### src/rtl/core/rgb_matrix_row_scan_driver_core_assert.svh
// Assertion macros used by the row-scan driver back end.
`ifndef RGB_MATRIX_ROW_SCAN_DRIVER_CORE_ASSERT_SVH
`define RGB_MATRIX_ROW_SCAN_DRIVER_CORE_ASSERT_SVH

// Same-cycle implication, checked out of reset.
`define RMRS_ASSERT_NOW(lbl, ante, cons) \
	lbl: assert property (@(posedge clk) disable iff (!arst_n) (ante) |-> (cons)) \
		else $error("rmrs assertion failed");

// Next-cycle implication, checked out of reset.
`define RMRS_ASSERT_NEXT(lbl, ante, cons) \
	lbl: assert property (@(posedge clk) disable iff (!arst_n) (ante) |=> (cons)) \
		else $error("rmrs assertion failed");

`endif

### src/rtl/core/rmrs_fifo.sv
// Small register-based queue, used between front and back and on the result side.
`default_nettype none
module rmrs_fifo #(
	parameter int WIDTH = 1,
	parameter int DEPTH = 4
) (
	input  wire logic                     clk,
	input  wire logic                     arst_n,
	input  wire logic                     push,
	input  wire logic [WIDTH-1:0]         wdata,
	output logic                          full,
	input  wire logic                     pop,
	output logic [WIDTH-1:0]              rdata,
	output logic                          empty,
	output logic [$clog2(DEPTH):0]        level
);
	localparam int PTR_W = $clog2(DEPTH);

	logic [WIDTH-1:0] slot_q [DEPTH];
	logic [PTR_W-1:0] wr_ptr_q;
	logic [PTR_W-1:0] rd_ptr_q;
	logic [PTR_W:0]   level_q;
	logic             do_push;
	logic             do_pop;

	assign full    = (level_q == (PTR_W+1)'(DEPTH));
	assign empty   = (level_q == '0);
	assign level   = level_q;
	assign rdata   = slot_q[rd_ptr_q];
	assign do_push = push && !full;
	assign do_pop  = pop && !empty;

	always_ff @(posedge clk or negedge arst_n) begin
		if (!arst_n) begin
			wr_ptr_q <= '0;
			rd_ptr_q <= '0;
			level_q  <= '0;
		end else begin
			if (do_push) wr_ptr_q <= wr_ptr_q + 1'b1;
			if (do_pop) rd_ptr_q <= rd_ptr_q + 1'b1;
			if (do_push && !do_pop) level_q <= level_q + 1'b1;
			else if (do_pop && !do_push) level_q <= level_q - 1'b1;
		end
	end

	always_ff @(posedge clk) begin
		if (do_push) slot_q[wr_ptr_q] <= wdata;
	end
endmodule
`default_nettype wire

### config.mk
export PLATFORM = sky130hd
export DESIGN_NAME = rmrs_fifo
export DESIGN_NICKNAME = d
export VERILOG_FILES = /design/src/rtl/core/rgb_matrix_row_scan_driver_core_assert.svh /design/src/rtl/core/rmrs_fifo.sv
export SDC_FILE = /design/constraint.sdc
export NUM_CORES = 1
export LEC_CHECK = 0
export ABC_AREA = 1
export BUFFER_PORTS_ARGS = -buffer_cell sky130_fd_sc_hd__buf_2
export CAP_MARGIN = 25
export CORE_MARGIN = 1
export CORE_UTILIZATION = 46
export DETAILED_ROUTE_END_ITERATION = 7
export GPL_TIMING_DRIVEN = 0
export PLACE_DENSITY = 0.69
export SKIP_LAST_GASP = 1
export SYNTH_ARGS = -nofsm -noshare
export SYNTH_HDL_FRONTEND = slang
export SYNTH_SLANG_ARGS = --single-unit
### constraint.sdc
create_clock -name clk -period 3.2 [get_ports clk]
set_input_delay 0.48 -clock clk [delete_from_list [all_inputs] [get_ports clk]]
set_output_delay 0.48 -clock clk [all_outputs]
set_load 0.005 [all_outputs]
==> flow_metrics.tcl <==
set metrics [dict create \
    clk_transition_reported_paths_ns 0.07 \
    yosysSeqAreaShare_pct 46.6 \
    chipWidth_um 39.1 \
    cts-hold-fix-buffers 0 \
    layout.core_utilization_pct 56.7 \
    globalRoute.totalOverflow 0 \
    setup-violations-final 0 \
    tritoncts_buffers 3 \
    rsz0062_at_grt "false" \
    timing.critical_path.required_ns 3.34 \
    fillers 111 \
    synthesis.nets 84 \
    slew_limit_fails 0 \
    netlist_area_pre_place_sq_um 633 \
    timing.final.crit_share_pct 55.4 \
    dp_hpwl_um 709 \
    place.gp.congestion 0.732 \
    detailroute.via_count 452 \
    grt_pass1_vias 429 \
    drtIter0Drc 6 \
    cts.repair.resized 0 \
    pin_count 11 \
    cts_htree_levels 1 \
    hp-class "input pin to asynchronous set/reset pin" \
    first_pass_grt_wire_length_mm 1.52 \
    post-route-drc-count 0 \
    final_antenna_net_count 0 \
    clock_sinks 11 \
    root_buffer_master "clkbuf_4" \
    element_type_at_the_critical_path_end "flip-flop" \
    cts_setup_buffers 0 \
    power_density_nw_per_um2 893 \
    critical_path.startpoint_type "flip-flop" \
    worst-endpoint-arrival_ns 1.92 \
    final.setup.tns_ns 0 \
    multi_input_area_sq_um 263 \
    routed_wire_length_per_instance_um 8.92 \
    yosysWarnings 0 \
    firstDrtPassIters 4 \
    nNetsFinal 99 \
    buffers_added_on_ports 10 \
    synth_cells 73 \
    initial_utilization_pct 49.3 \
    max-cap-violations 0 \
    synth_top_area_cell "dfrtp_1" \
    min_period_ns 1.77 \
    synthDistinctLibCells 16 \
    critical_path_peak_fanout 7 \
    pin_count_of_the_biggest_net_entering_global_routing 8 \
    cts_buffer_depth 2 \
    achievable-frequency_mhz 564 \
    antenna-diode-count 0 \
    grt_util_all_layers_pct 15.4 \
    outcome "finished clean" \
    avgViaCountPerCell 4.43 \
    fp.coreArea_sq_um 1280 \
    timing.clock.skew_ns 0.00125 \
    fp.dieH_um 39.1 \
    routed_wirelength_um 910 \
    rows 13 \
    dp_slack_ns 1.41 \
    tritoncts "built" \
    layout.area.seq_sq_um 295 \
    critical_path_class "flip-flop to flip-flop" \
    number_of_antenna_violations_at_the_first_check_in_global_routing 0 \
    slew_headroom_pct 87.9 \
    design.die.area_sq_um 1530 \
    ys_seq_elements 11 \
    syn_to_final_growth_pct 15.0 \
    setup_ws_ns 1.43 \
    rr_worst_depth 9 \
    yosys-top-cells-area "dfrtp_1 (28%), edfxtp_1 (19%), inv_1 (11%)" \
    clk_latency_ns 0.26 \
    post-synth-top-area-fraction_pct 27.7 \
    worst_pin_slew_ns 0.181 \
    final-hold-violation-count 0 \
    drive_gt1_share_pct 21.8 \
    p_leak_nw 0.412 \
    power.ir.vdd_worst_v 0.000432 \
    synth_area_per_cell_sq_um 8.67 \
]
[worst max-delay path, cell delays in order, from the launching register on]
cell and delay, ns:
dfrtp_1 0.44, inv_2 0.09, nand3_2 0.11, nand2_4 0.12
inv_1 0.05, ha_1 0.20, inv_1 0.08, fa_1 0.40
nand2_1 0.07, o21ai_0 0.08
[flip-flops by register name (all words and copies together), names as in the netlist]
signal,count
rd_ptr_q,2
level,3
wr_ptr_q,2
slot_q,4
[report_power, final]
group | switching [mW] | leakage, nW | total [mW] | internal (mW)
clock network | 0.0458 | 0.0150 | 0.0940 | 0.0482
registers | 0.0483 | 0.121 | 0.252 | 0.204
logic | 0.176 | 0.275 | 0.304 | 0.128
total | 0.270 | 0.412 | 0.650 | 0.380
[synth_stat cells, drive strengths merged]
library cell / count
o211ai: 2
edfxtp: 4
nand3: 7
dfrtp: 7
nand4: 1
o21ai: 1
xnor2: 1
nor2: 4
nand2: 20
inv: 20
fa: 1
ha: 5
[cell usage in the layout, fill, tap and decap left out]
master | synthesis | routed
nand4_1 | 1 | 1
xnor2_1 | 1 | 1
inv_1 | 18 | 18
nand3_1 | 5 | 5
dfrtp_1 | 7 | 7
o211ai_1 | 2 | 2
o21ai_0 | 1 | 1
nand3_2 | 2 | 2
nand2_1 | 18 | 18
edfxtp_1 | 4 | 4
nor2_1 | 4 | 4
clkbuf_4 | 0 | 3
ha_1 | 5 | 5
inv_2 | 2 | 2
clkbuf_1 | 0 | 1
nand2_2 | 1 | 1
buf_2 | 0 | 10
nand2_4 | 1 | 1
fa_1 | 1 | 1
[final cells by class]
class	count	area share [%]
Clock buffer	4	3.61
Inverter	20	10.3
Multi-Input combinational cell	42	36.1
Sequential cell	11	40.5
Tap cell	15	2.58
Timing Repair Buffer	10	6.87
[per-stage QoR]
step           area (sq um)  power [mW]  hold WS (ns)  instances
4_1_cts                 728       0.659        0.0407        102
6_report                728       0.650        0.0399        102
3_3_place_gp            702       0.553         0.324         98
3_5_place_dp            702       0.564         0.326         98
5_1_grt                 728       0.726        0.0360        102
2_1_floorplan           633       0.475         0.184         73
[path summary, 6_finish.rpt]
kind	start	to	slack (ns)
worst max-delay path	level[0]	level[1]	1.43
worst min-delay path	arst_n	rd_ptr_q[1]	0.04
worst max register to register	level[0]	level[1]	1.43
worst min register to register	rd_ptr_q[0]	rd_ptr_q[0]	0.51
max in group asynchronous	arst_n	wr_ptr_q[0]	3.00
min in group clk	wdata	slot_q[0]	0.43
[kinds of logic after synthesis]
| group | synth area share [%] |
|---|---|
| xor gates and xnor gates | 1.38 |
| DFF | 46.6 |
| and+or+nand+nor | 23.9 |
| adders and majority gates | 13.0 |
| AOI/OAI and AO/OA | 3.16 |
| buffers and inverters | 11.9 |
[layer usage]
metal | share of wire, % | track usage (%) | wire, um | vias up
met2 | 45 | 27.1 | 412 | 10
met3 | 4.6 | 5.20 | 42 | 2
li1 | - | - | - | 248
met5 | 0 | 0 | 0 | -
met4 | 1.1 | 7.76 | 10 | 0
met1 | 49 | 16.0 | 445 | 192
Power figures use the tool's default switching activity.
