===== src/rtl/core/rgb_matrix_row_scan_driver_core_assert.svh =====
// Assertion macros used by the row-scan driver back end.
`ifndef RGB_MATRIX_ROW_SCAN_DRIVER_CORE_ASSERT_SVH
`define RGB_MATRIX_ROW_SCAN_DRIVER_CORE_ASSERT_SVH

// Same-cycle implication, checked out of reset.
`define RMRS_ASSERT_NOW(lbl, ante, cons) \
	lbl: assert property (@(posedge clk) disable iff (!arst_n) (ante) |-> (cons)) \
		else $error("rmrs assertion failed");

// Next-cycle implication, checked out of reset.
`define RMRS_ASSERT_NEXT(lbl, ante, cons) \
	lbl: assert property (@(posedge clk) disable iff (!arst_n) (ante) |=> (cons)) \
		else $error("rmrs assertion failed");

`endif


===== src/rtl/core/rmrs_pkg.sv =====
// Shared types and constants of the row-scan driver.
`default_nettype none
package rmrs_pkg;
	localparam int CFG_W      = 7;
	localparam int PADDR_W    = 3;
	localparam int PDATA_W    = 32;
	localparam int PIX_ADDR_W = 12;
	localparam int COLOR_W    = 3;
	localparam int ROW_W      = 5;
	localparam int HALF_W     = 6;

	localparam int CMDQ_DEPTH  = 4;
	localparam int OUTQ_DEPTH  = 4;
	localparam int OUTQ_LVL_W  = $clog2(OUTQ_DEPTH) + 1;

	typedef struct packed {
		logic                  is_tick;
		logic                  wr_ok;
		logic [PIX_ADDR_W-1:0] addr;
		logic [COLOR_W-1:0]    color;
	} cmd_t;

	typedef struct packed {
		logic [COLOR_W-1:0] top_rgb;
		logic [COLOR_W-1:0] bottom_rgb;
		logic               shift_clock;
		logic               latch;
		logic               blank;
		logic [ROW_W-1:0]   row_address;
	} res_t;

	localparam int CMD_W = $bits(cmd_t);
	localparam int RES_W = $bits(res_t);
endpackage
`default_nettype wire


===== src/rtl/core/rmrs_front.sv =====
// Front end: input beats, configuration registers, command classification.
`default_nettype none
module rmrs_front
	import rmrs_pkg::*;
#(
	parameter int STORE_DEPTH = 4096,
	parameter int MAX_WIDTH   = 64,
	parameter int COL_W       = 7
) (
	input  wire logic                  clk,
	input  wire logic                  arst_n,
	input  wire logic                  push,
	output logic                       full,
	input  wire logic                  operation,
	input  wire logic [PIX_ADDR_W-1:0] pixel_address,
	input  wire logic [COLOR_W-1:0]    pixel_color,
	input  wire logic                  psel,
	input  wire logic                  penable,
	input  wire logic                  pwrite,
	input  wire logic [PADDR_W-1:0]    paddr,
	input  wire logic [PDATA_W-1:0]    pwdata,
	output logic [PDATA_W-1:0]         prdata,
	output logic                       pready,
	input  wire logic                  cmdq_full,
	input  wire logic                  clr_busy,
	output logic                       cmd_push,
	output cmd_t                       cmd_data,
	output logic [COL_W-1:0]           eff_width,
	output logic [ROW_W-1:0]           half_mask
);
	localparam logic REG_PANEL_WIDTH  = 1'b0;
	localparam logic REG_PANEL_HEIGHT = 1'b1;

	logic [CFG_W-1:0] panel_width_q;
	logic [CFG_W-1:0] panel_height_q;
	logic [COL_W-1:0] eff_width_q;
	logic [ROW_W-1:0] half_mask_q;
	logic             cfg_wr;
	logic             reg_sel;

	function automatic logic [COL_W-1:0] clamp_width(input logic [CFG_W-1:0] pw);
		logic [COL_W-1:0] w;
		if (pw == '0) w = COL_W'(1);
		else if (32'(pw) > MAX_WIDTH) w = COL_W'(MAX_WIDTH);
		else w = COL_W'(pw);
		return w;
	endfunction

	// largest power of two not above height/2, kept as a row mask (1..32 rows)
	function automatic logic [ROW_W-1:0] row_mask(input logic [CFG_W-1:0] ph);
		logic [HALF_W-1:0] h;
		logic [ROW_W-1:0]  m;
		h = ph[CFG_W-1:1];
		if (h >= HALF_W'(32)) m = ROW_W'(31);
		else if (h >= HALF_W'(16)) m = ROW_W'(15);
		else if (h >= HALF_W'(8)) m = ROW_W'(7);
		else if (h >= HALF_W'(4)) m = ROW_W'(3);
		else if (h >= HALF_W'(2)) m = ROW_W'(1);
		else m = '0;
		return m;
	endfunction

	assign pready  = 1'b1;
	assign reg_sel = paddr[PADDR_W-1];
	assign cfg_wr  = psel && penable && pwrite && pready;

	always_comb begin
		case (reg_sel)
			REG_PANEL_WIDTH: prdata = PDATA_W'(panel_width_q);
			REG_PANEL_HEIGHT: prdata = PDATA_W'(panel_height_q);
			default: prdata = '0;
		endcase
	end

	always_ff @(posedge clk or negedge arst_n) begin
		if (!arst_n) begin
			panel_width_q  <= CFG_W'(32);
			panel_height_q <= CFG_W'(32);
			eff_width_q    <= clamp_width(CFG_W'(32));
			half_mask_q    <= row_mask(CFG_W'(32));
		end else if (cfg_wr) begin
			case (reg_sel)
				REG_PANEL_WIDTH: begin
					panel_width_q <= pwdata[CFG_W-1:0];
					eff_width_q   <= clamp_width(pwdata[CFG_W-1:0]);
				end
				REG_PANEL_HEIGHT: begin
					panel_height_q <= pwdata[CFG_W-1:0];
					half_mask_q    <= row_mask(pwdata[CFG_W-1:0]);
				end
				default: begin
				end
			endcase
		end
	end

	assign eff_width = eff_width_q;
	assign half_mask = half_mask_q;

	// no beats taken while the frame store is being cleared
	assign full = cmdq_full || clr_busy;

	always_comb begin
		cmd_data.is_tick = operation;
		cmd_data.wr_ok   = !operation && (32'(pixel_address) < STORE_DEPTH);
		cmd_data.addr    = pixel_address;
		cmd_data.color   = pixel_color;
	end

	// writes outside the store have no effect and are dropped here
	assign cmd_push = push && !full && (cmd_data.is_tick || cmd_data.wr_ok);
endmodule
`default_nettype wire


===== config.mk =====
export PLATFORM = sky130hd
export DESIGN_NAME = rmrs_front
export DESIGN_NICKNAME = d
export VERILOG_FILES = /design/src/rtl/core/rgb_matrix_row_scan_driver_core_assert.svh /design/src/rtl/core/rmrs_pkg.sv /design/src/rtl/core/rmrs_front.sv
export SDC_FILE = /design/constraint.sdc
export NUM_CORES = 1
export LEC_CHECK = 0
export BUFFER_PORTS_ARGS = -buffer_cell sky130_fd_sc_hd__buf_2
export CORE_MARGIN = 5
export CORE_UTILIZATION = 25
export DETAILED_ROUTE_END_ITERATION = 8
export GPL_TIMING_DRIVEN = 0
export SLEW_MARGIN = 40
export SYNTH_ARGS = -nofsm -noshare
export SYNTH_HDL_FRONTEND = slang
export SYNTH_SLANG_ARGS = --single-unit
export TNS_END_PERCENT = 10

===== constraint.sdc =====
create_clock -name clk -period 1 [get_ports clk]
set_input_delay 0.15 -clock clk [delete_from_list [all_inputs] [get_ports clk]]
set_output_delay 0.15 -clock clk [all_outputs]
set_load 0.005 [all_outputs]

==> results.py <==
metrics = {
    "run_status": {
        "status": "finished with violations",
        "violations": "negative setup slack",
    },
    "worst_setup_path": {
        "cp_cell_sequence": "mux2_2 > buf_6",
        "max_stage_delay_ns": 0.40,
        "critical_path_buf_inv_count": 1,
        "cp.required_ns": 0.85,
        "cp_max_fo": 2,
        "path_delay_family": "flip-flops",
        "worstSetupPathType": "register to output pin",
        "arrival_ns": 1.06,
        "setup.worst_path.start_class": "register",
        "end_kind": "output pin",
        "crit_slowest_cell": "dfrtp_1",
    },
    "die": {
        "num_io_pins": 123,
        "dieArea_um2": 7820,
        "start_util": 0.258,
        "die_y_um": 88.4,
        "num_rows": 28,
        "core_um2": 5960,
        "die_x_um": 88.4,
    },
    "synthesis": {
        "synth-edff-count": 0,
        "synth_warnings": 0,
        "yosysTopAreaCell": "dfrtp_1",
        "yosysMostFrequentCell": "buf_4",
        "synth_compound_area_frac": 0.0423,
        "synth_area_leaders": "dfrtp_1 (31%), buf_4 (21%), dfstp_2 (12%)",
        "synth-xor-area-share": 0,
        "synthTopCellsByCount": "buf_4 (42), dfrtp_1 (19), mux2_2 (13)",
        "async_flop_share": 1.00,
        "synth_area_per_cell_um2": 11.4,
        "synthMuxAreaShare": 0.193,
        "synth.distinct_cells": 22,
        "ys_ff_latch": 26,
        "synth_area_um2": 1540,
        "yosysTopAreaCellShare": 0.309,
        "synth-simple-area-share": 0.0936,
        "synth-main-ff-cell": "dfrtp_1",
        "synth_seq_area_share": 0.429,
        "yosys.area_share.adder": 0,
        "synth_top_family_by_area": "buffers and inverters",
        "syn_inst": 135,
    },
    "timing": {
        "min_period_ns": 1.21,
        "drv_slew": 0,
        "setup_tns_ns": -1.60,
        "rsz0062_at_grt": "true",
        "hold_viol_final": 0,
        "slew-limit-headroom": 0.616,
        "min_period_over_period": 1.21,
        "max_clock_freq_ghz": 0.826,
        "whs_ns": 0.148,
        "fin_ws_ns": -0.211,
        "clock_skew_ns": 0,
        "tightestPinTransition_ns": 0.576,
        "setup_viol": 12,
    },
    "route": {
        "via_per_inst": 3.66,
        "drt_wl_total_um": 3370,
        "drt_iter0_markers": 59,
        "drtPass1Iterations": 4,
        "detail-route-antenna-nets": 0,
        "dr_total_vias": 1073,
        "remaining_drc_errors": 0,
        "wire_per_inst_um": 11.5,
    },
    "placement": {
        "placed_area_um2": 1990,
        "port_buffers": 53,
        "dp_slack_ns": -0.109,
        "hpwl_um": 2630,
        "place.gp.congestion": 0.704,
        "place_inst": 287,
    },
    "clock_tree": {
        "clockRootBuffer": "clkbuf_8",
        "clk_latency_ns": 0.26,
        "cts_tree": "yes",
        "clockBufferDepth": 2,
        "cts_buffers": 3,
        "cts_htree_levels": 1,
        "clkSlewWorstSetupHoldPaths_ns": 0.09,
        "cts_sinks": 26,
    },
    "global_route": {
        "antenna_found_initial": 0,
        "overflow": 0,
        "grt_pass1_vias": 1011,
        "grt_max_degree": 27,
        "grt_pass1_wl_um": 4950,
        "track_usage": 0.0818,
    },
    "final_layout": {
        "finalNetCount": 278,
        "n_antenna_cell": 0,
        "fin_area_um2": 2100,
        "fin_util": 0.353,
        "finalNonFillerCells": 293,
        "drive_above_1_share": 0.624,
        "syn_to_final_growth_pct": 36.6,
    },
    "pwr": {
        "switching_share": 0.257,
        "irDropWorstVdd_uv": 613,
        "leakage_nw": 1.15,
        "pwr-share-comb": 0.314,
        "finalPower_mw": 2.95,
        "switchingPower_uw": 756,
        "seqPwrFrac": 0.484,
        "clkPwrFrac": 0.202,
        "p_int_mw": 2.19,
        "powerDensity_nw_per_um2": 1400,
    },
    "worst_hold_path": {
        "hp-class": "input port to register",
    },
    "job": {
        "drv_cap": 0,
    },
}
==> worst paths after layout <==
| path | startpoint | endpoint | slack [ns] | depth (start not counted) |
|---|---|---|---|---|
| min in group asynchronous | arst_n | panel_width_q[1] | 0.41 | 2 |
| hold reg to reg | eff_width[2] | eff_width[2] | 0.49 | 2 |
| setup reg to reg | panel_width_q[0] | panel_width_q[0] | 0.12 | 2 |
| hold / removal | pwdata[0] | panel_width_q[0] | 0.15 | 2 |
| max in group asynchronous | arst_n | half_mask[2] | 0.20 | 2 |
| setup / recovery | panel_width_q[0] | prdata[0] | -0.21 | 2 |
==> kinds of logic (layout without fill, tap and decap cells) <==
family	count (synthesis)	in the layout
buf+inv	49	108
compound gates	12	12
other cells	2	26
flops	26	26
mux	23	23
simple gates	23	23
==> power groups by stage <==
stage / sequential (mW) / combinational (mW) / clock [mW]
after floorplan: 1.41 / 0.507 / 0
after global placement: 1.42 / 0.823 / 0
after detailed placement: 1.43 / 0.837 / 0
after CTS: 1.42 / 0.917 / 0.612
after global routing: 1.46 / 1.02 / 0.645
final: 1.43 / 0.926 / 0.594
==> per-layer routing <==
layer / part of all wire / wire [µm] / GRT usage / vias up
met4: 0.010 / 34 / 0.0288 / 0
met1: 0.39 / 1310 / 0.104 / 465
met5: 0 / 0 / 0 / -
met2: 0.47 / 1600 / 0.134 / 67
met3: 0.13 / 432 / 0.0223 / 2
li1: - / - / - / 539
==> what timing repair did <==
| item | in CTS | in global routing |
|---|---|---|
| endpoints found under the hold margin | 19 | 0 |
| buffers inserted | 0 | 1 |
| hold buffers | 1 | 0 |
| resized for setup | 8 | 1 |
| pin swaps | 0 | 0 |
| endpoints found under the setup margin | 12 | 12 |
==> registers in the layout, indices dropped and copies added (netlist names) <==
register	flops
eff_width	7
panel_height_q	7
panel_width_q	7
half_mask	5
==> worst register-to-register path, stage by stage (launching register included) <==
cell	delay, ns
dfrtp_1	0.40
buf_4	0.14
mux2_4	0.24
==> layout make-up <==
| type | instances | area [µm²] |
|---|---|---|
| Buffer | 47 | 358 |
| Clock buffer | 4 | 45.0 |
| Fill cell | 605 | 3850 |
| Inverter | 2 | 7.51 |
| Multi-Input combinational cell | 84 | 611 |
| Sequential cell | 26 | 659 |
| Tap cell | 75 | 93.8 |
| Timing Repair Buffer | 55 | 327 |
==> layout by cell type (no fill, tap or decap), types with 2 or more instances in the layout <==
cell type  instances
a21oi_1            2
buf_2             47
buf_4             43
buf_6             10
clkbuf_1           2
clkbuf_8           3
conb_1            26
dfrtp_1           19
dfstp_2            7
inv_1              2
mux2_2            11
mux2_4            12
nand2_1            9
nand2b_1           5
nor2_1             3
nor3_1             2
o21ai_0            8
Note: power is estimated with default switching activity, not from simulation.
